<file path="config.mk">
export PLATFORM = sky130hd
export DESIGN_NAME = rct_cmp
export DESIGN_NICKNAME = d
export VERILOG_FILES = /design/src/rtl/core/rct_pkg.sv /design/src/rtl/core/rct_cmp.sv
export SDC_FILE = /design/constraint.sdc
export NUM_CORES = 1
export LEC_CHECK = 0
export BUFFER_PORTS_ARGS = -buffer_cell sky130_fd_sc_hd__buf_2
export CAP_MARGIN = 20
export CORE_ASPECT_RATIO = 0.75
export CORE_UTILIZATION = 50
export DETAILED_ROUTE_END_ITERATION = 8
export PLACE_DENSITY = 0.83
export SYNTH_ARGS = -nofsm -noshare
export SYNTH_HDL_FRONTEND = slang
export SYNTH_SLANG_ARGS = --single-unit
</file>
<file path="constraint.sdc">
create_clock -name vclk -period 14.1
set_input_delay 2.82 -clock vclk [all_inputs]
set_output_delay 2.82 -clock vclk [all_outputs]
set_load 0.01 [all_outputs]
</file>
<file path="src/rtl/core/rct_pkg.sv">
`timescale 1ns / 1ps
// ----------------------------------------------------------------------------
// rct_pkg
// Shared types and constants for the rectangle collision table.
// ----------------------------------------------------------------------------
package rct_pkg;
    localparam int MaxEntries = 64;
    localparam int IdxW = $clog2(MaxEntries);
    localparam int CntW = $clog2(MaxEntries + 1);

    localparam logic [2:0] OP_INSERT = 3'd0;
    localparam logic [2:0] OP_DELETE = 3'd1;
    localparam logic [2:0] OP_SETVAL = 3'd2;
    localparam logic [2:0] OP_MOVE   = 3'd3;
    localparam logic [2:0] OP_PQUERY = 3'd4;
    localparam logic [2:0] OP_AQUERY = 3'd5;
    localparam logic [2:0] OP_RSVD6  = 3'd6;
    localparam logic [2:0] OP_RSVD7  = 3'd7;

    localparam logic [0:0] ADDR_DEFAULT_VALUE = 1'd0;

    typedef struct packed {
        logic [2:0]  op;
        logic signed [15:0] key;
        logic signed [15:0] pos_x;
        logic signed [15:0] pos_y;
        logic signed [15:0] size_w;
        logic signed [15:0] size_h;
        logic [7:0]  tag_value;
    } t_req;

    typedef struct packed {
        logic       hit;
        logic [7:0] value_out;
        logic       status;
        logic [6:0] entries_used;
    } t_rsp;

    // one stored rectangle
    typedef struct packed {
        logic signed [15:0] key;
        logic signed [15:0] left;
        logic signed [15:0] top;
        logic signed [15:0] width;
        logic signed [15:0] height;
        logic [7:0]  tag;
        logic [31:0] stamp;
    } t_slot;

    typedef struct packed {
        logic hit;
        logic key_eq;
    } t_cmp;
endpackage

</file>
<file path="src/rtl/core/rct_cmp.sv">
`timescale 1ns / 1ps
// ----------------------------------------------------------------------------
// rct_cmp
// Shared geometry compare unit: tests one stored slot against the request.
// ----------------------------------------------------------------------------
module rct_cmp import rct_pkg::*; (
    input  t_req  i_req,
    input  t_slot i_slot,
    output t_cmp  o_cmp
);
    logic signed [15:0] w_r, w_b, w_qx1, w_qy1;
    logic w_xs, w_ys, w_px, w_py;

    function automatic logic f_in(logic signed [15:0] v, logic signed [15:0] lo,
                                  logic signed [15:0] hi);
        f_in = (v >= lo) && (v <= hi);
    endfunction

    assign w_r   = i_slot.left + i_slot.width;
    assign w_b   = i_slot.top + i_slot.height;
    assign w_qx1 = i_req.pos_x + i_req.size_w;
    assign w_qy1 = i_req.pos_y + i_req.size_h;

    assign w_px = f_in(i_req.pos_x, i_slot.left, w_r);
    assign w_py = f_in(i_req.pos_y, i_slot.top, w_b);
    assign w_xs = f_in(i_slot.left, i_req.pos_x, w_qx1) || f_in(w_r, i_req.pos_x, w_qx1)
               || f_in(i_req.pos_x, i_slot.left, w_r) || f_in(w_qx1, i_slot.left, w_r);
    assign w_ys = f_in(i_slot.top, i_req.pos_y, w_qy1) || f_in(w_b, i_req.pos_y, w_qy1)
               || f_in(i_req.pos_y, i_slot.top, w_b) || f_in(w_qy1, i_slot.top, w_b);

    assign o_cmp.hit    = (i_req.op == OP_PQUERY) ? (w_px && w_py) : (w_xs && w_ys);
    assign o_cmp.key_eq = (i_slot.key == i_req.key);
endmodule

</file>
==> qor.txt <==
average size of a mapped cell - 7.68 sq um
Hold Crit Start - i_slot[115]
CP required - 11.28 ns
Max Fclk - 95.6 MHz
full die area - 12600 sq um
CP max stage cell - or3b_1
Synth Net Count - 1190
post-CTS setup buffer count - 0
area of placed instances - 7100 sq um
P&R area growth vs syn - 16.8%
cts-stage hold buffer count - 0
first-pass GRT wire length - 27000 um
slew margin rel. - 54.6%
post-DP HPWL - 14500 um
initial drt markers - 319
min cycle time layout - 10.47 ns
status - complete, no violations
sequential area share after synthesis - 0%
Hold Violations, Final - 0
# setup viols final - 0
Antenna Nets Post-Route - 0
std cell rows - 34
Tightest Pin Transition - 0.680 ns
CP Cell Sequence - buf_2 > ha_1 > inv_1 > fa_1 > nor2b_1 > o2111ai_1 > nand3_1 > a31o_2 > a21o_1 > a21o_1 > a21o_1 > a21o_1 > a21oi_1 > xor2_1 > ha_1 > nand4_1 > nor4_1 > or3b_1 > mux2i_1 > nor4_1 > o211ai_1 > o211ai_1 > nor3_2 > buf_2
Initial Util - 51.9%
Final Max Slew Viols - 0
GR Util All Layers - 25.7%
LEAKAGE - 3.72 nW
DRT Wirelength - 16100 um
HP Class - in2out
max capacitance violation total - 0
period utilization - 74.2%
DIE WIDTH - 129 um
worst setup margin - 3.64 ns
non-filler cells, final - 1116
via count - 6425
RSZ-0062 raised after global routing - false
DRC - 0
num sequential - 0
CP startpoint - i_slot[88]
core footprint - 11700 sq um
total power - 0.415 mW
initial antenna violation count - 0
antenna cells - 0
slowest stage delay, CP - 0.37 ns
WP data arrival - 7.65 ns
Final nets - 1355
pre-CTS setup slack - 3.75 ns
DRT Pass-1 Iters - 4
Mapped Cells - 791
Syn Std Cell Area - 6080 sq um
Peak supply drop - 0.0265 mV
multi-input logic area - 5810 sq um
number of global-route vias before repair - 6010
Die Height - 97.5 um
Resized cells post-CTS - 0
Register Area - 0 sq um
remaining global-route overflow - 0
Crit Path Max Fanout - 6
io pins - 213
pin count of the biggest net entering global routing - 9
placer congestion estimate - 0.911
DP Cell Count - 1116
Pwr Density - 58.5 nW/um^2
synth warn - 0
Setup TNS - 0 ns
CP Class - in2out
fillcell total - 1072
# port buffers - 165
clock buf count - 0
Avg Vias per Cell - 5.76
layout cell share with drive strength beyond 1 - 20.3%
Final Cell Area - 7100 sq um
crit end category - primary output
WL per Instance - 14.5 um
post-synth cell types - 71
Startpoint Class - primary input
CP most frequent cell - a21o_1
[metrics by stage]
step | utilization, % | hold WS, ns
after floorplan | - | 5.80
after global placement | 60.7 | 6.01
after detailed placement | 60.7 | 6.01
after CTS | 60.7 | 6.01
after global routing | 60.7 | 6.04
final | 60.7 | 6.00
[per-layer routing]
layer | wire length (um) | vias to the layer above | global-route usage (%) | part of all wire [%]
li1 | - | 3293 | - | -
met1 | 8360 | 2887 | 39.1 | 52
met2 | 6650 | 231 | 40.9 | 41
met3 | 985 | 14 | 0.881 | 6.1
met4 | 143 | 0 | 2.17 | 0.89
met5 | 0 | - | 0 | 0
[path summary, 6_finish.rpt]
path	slack, ns	cells past startpoint	endpoint
setup / recovery	3.64	24	o_cmp[1]
hold / removal	6.00	5	o_cmp[0]
[worst max-delay path, delay by kind of cell]
kind                     cells  cell delay [ns]
adder cells (fa/ha/maj)      3             0.61
buffers and inverters        3             0.37
XOR/XNOR                     1             0.27
AND/OR/NAND/NOR              7             1.50
AO/OA/AOI/OAI                9             1.77
multiplexers                 1             0.28
[kinds of logic after synthesis]
kind of cell    share of synthesized area [%]
compound gates                           24.3
xor+xnor                                 10.5
fa+ha+maj                                39.6
buf+inv                                  4.41
mux                                     0.659
simple gates                             20.5
[synth_stat cells, types with 3 or more instances]
cell type / count / area, sq um
xor2_1: 20 / 175
a31o_2: 3 / 26.3
nor2_1: 59 / 221
mux2i_1: 4 / 40.0
nand4_1: 25 / 156
nor2b_1: 13 / 81.3
nand3_1: 24 / 120
and4_1: 3 / 26.3
o21a_1: 10 / 75.1
nor4_1: 6 / 37.5
xnor2_1: 53 / 464
o31ai_1: 5 / 37.5
o2111ai_1: 3 / 26.3
ha_1: 184 / 2300
and3_1: 11 / 68.8
fa_1: 4 / 80.1
a31oi_1: 5 / 31.3
o21bai_1: 8 / 60.1
inv_1: 69 / 259
o211ai_1: 10 / 75.1
nand2_1: 41 / 154
o21ai_0: 35 / 175
a211oi_1: 9 / 67.6
a21oi_1: 58 / 290
nor3_1: 23 / 115
nand2b_1: 12 / 75.1
a211o_1: 4 / 35.0
a21o_1: 30 / 225
a21boi_0: 3 / 22.5
o221ai_1: 3 / 26.3
[area by class of cell]
cell class / count / area share (%)
inverter: 69 / 3.65
tap: 162 / 2.86
multi-input combinational: 720 / 81.9
timing repair buffer: 165 / 11.6
[power breakdown]
| group | switching [mW] | internal, mW |
|---|---|---|
| Clock | 0 | 0 |
| Combinational | 0.228 | 0.188 |
| Sequential | 0 | 0 |
[placed cells by master (no fill, tap or decap), types with 4 or more instances in the layout]
cell,Yosys,final
nor3_1,23,23
a31oi_1,5,5
nor2b_1,13,13
nand3_1,24,24
o31ai_1,5,5
o21ai_0,35,35
inv_1,69,69
nor2_1,59,59
a211o_1,4,4
mux2i_1,4,4
fa_1,4,4
o21a_1,10,10
nor4_1,6,6
nand2b_1,12,12
a21oi_1,58,58
xor2_1,20,20
a21o_1,30,30
nand4_1,25,25
a211oi_1,9,9
and3_1,11,11
buf_2,0,165
o21bai_1,8,8
xnor2_1,53,53
nand2_1,41,41
o211ai_1,10,10
ha_1,184,184
Note: power is estimated with default switching activity, not from simulation.
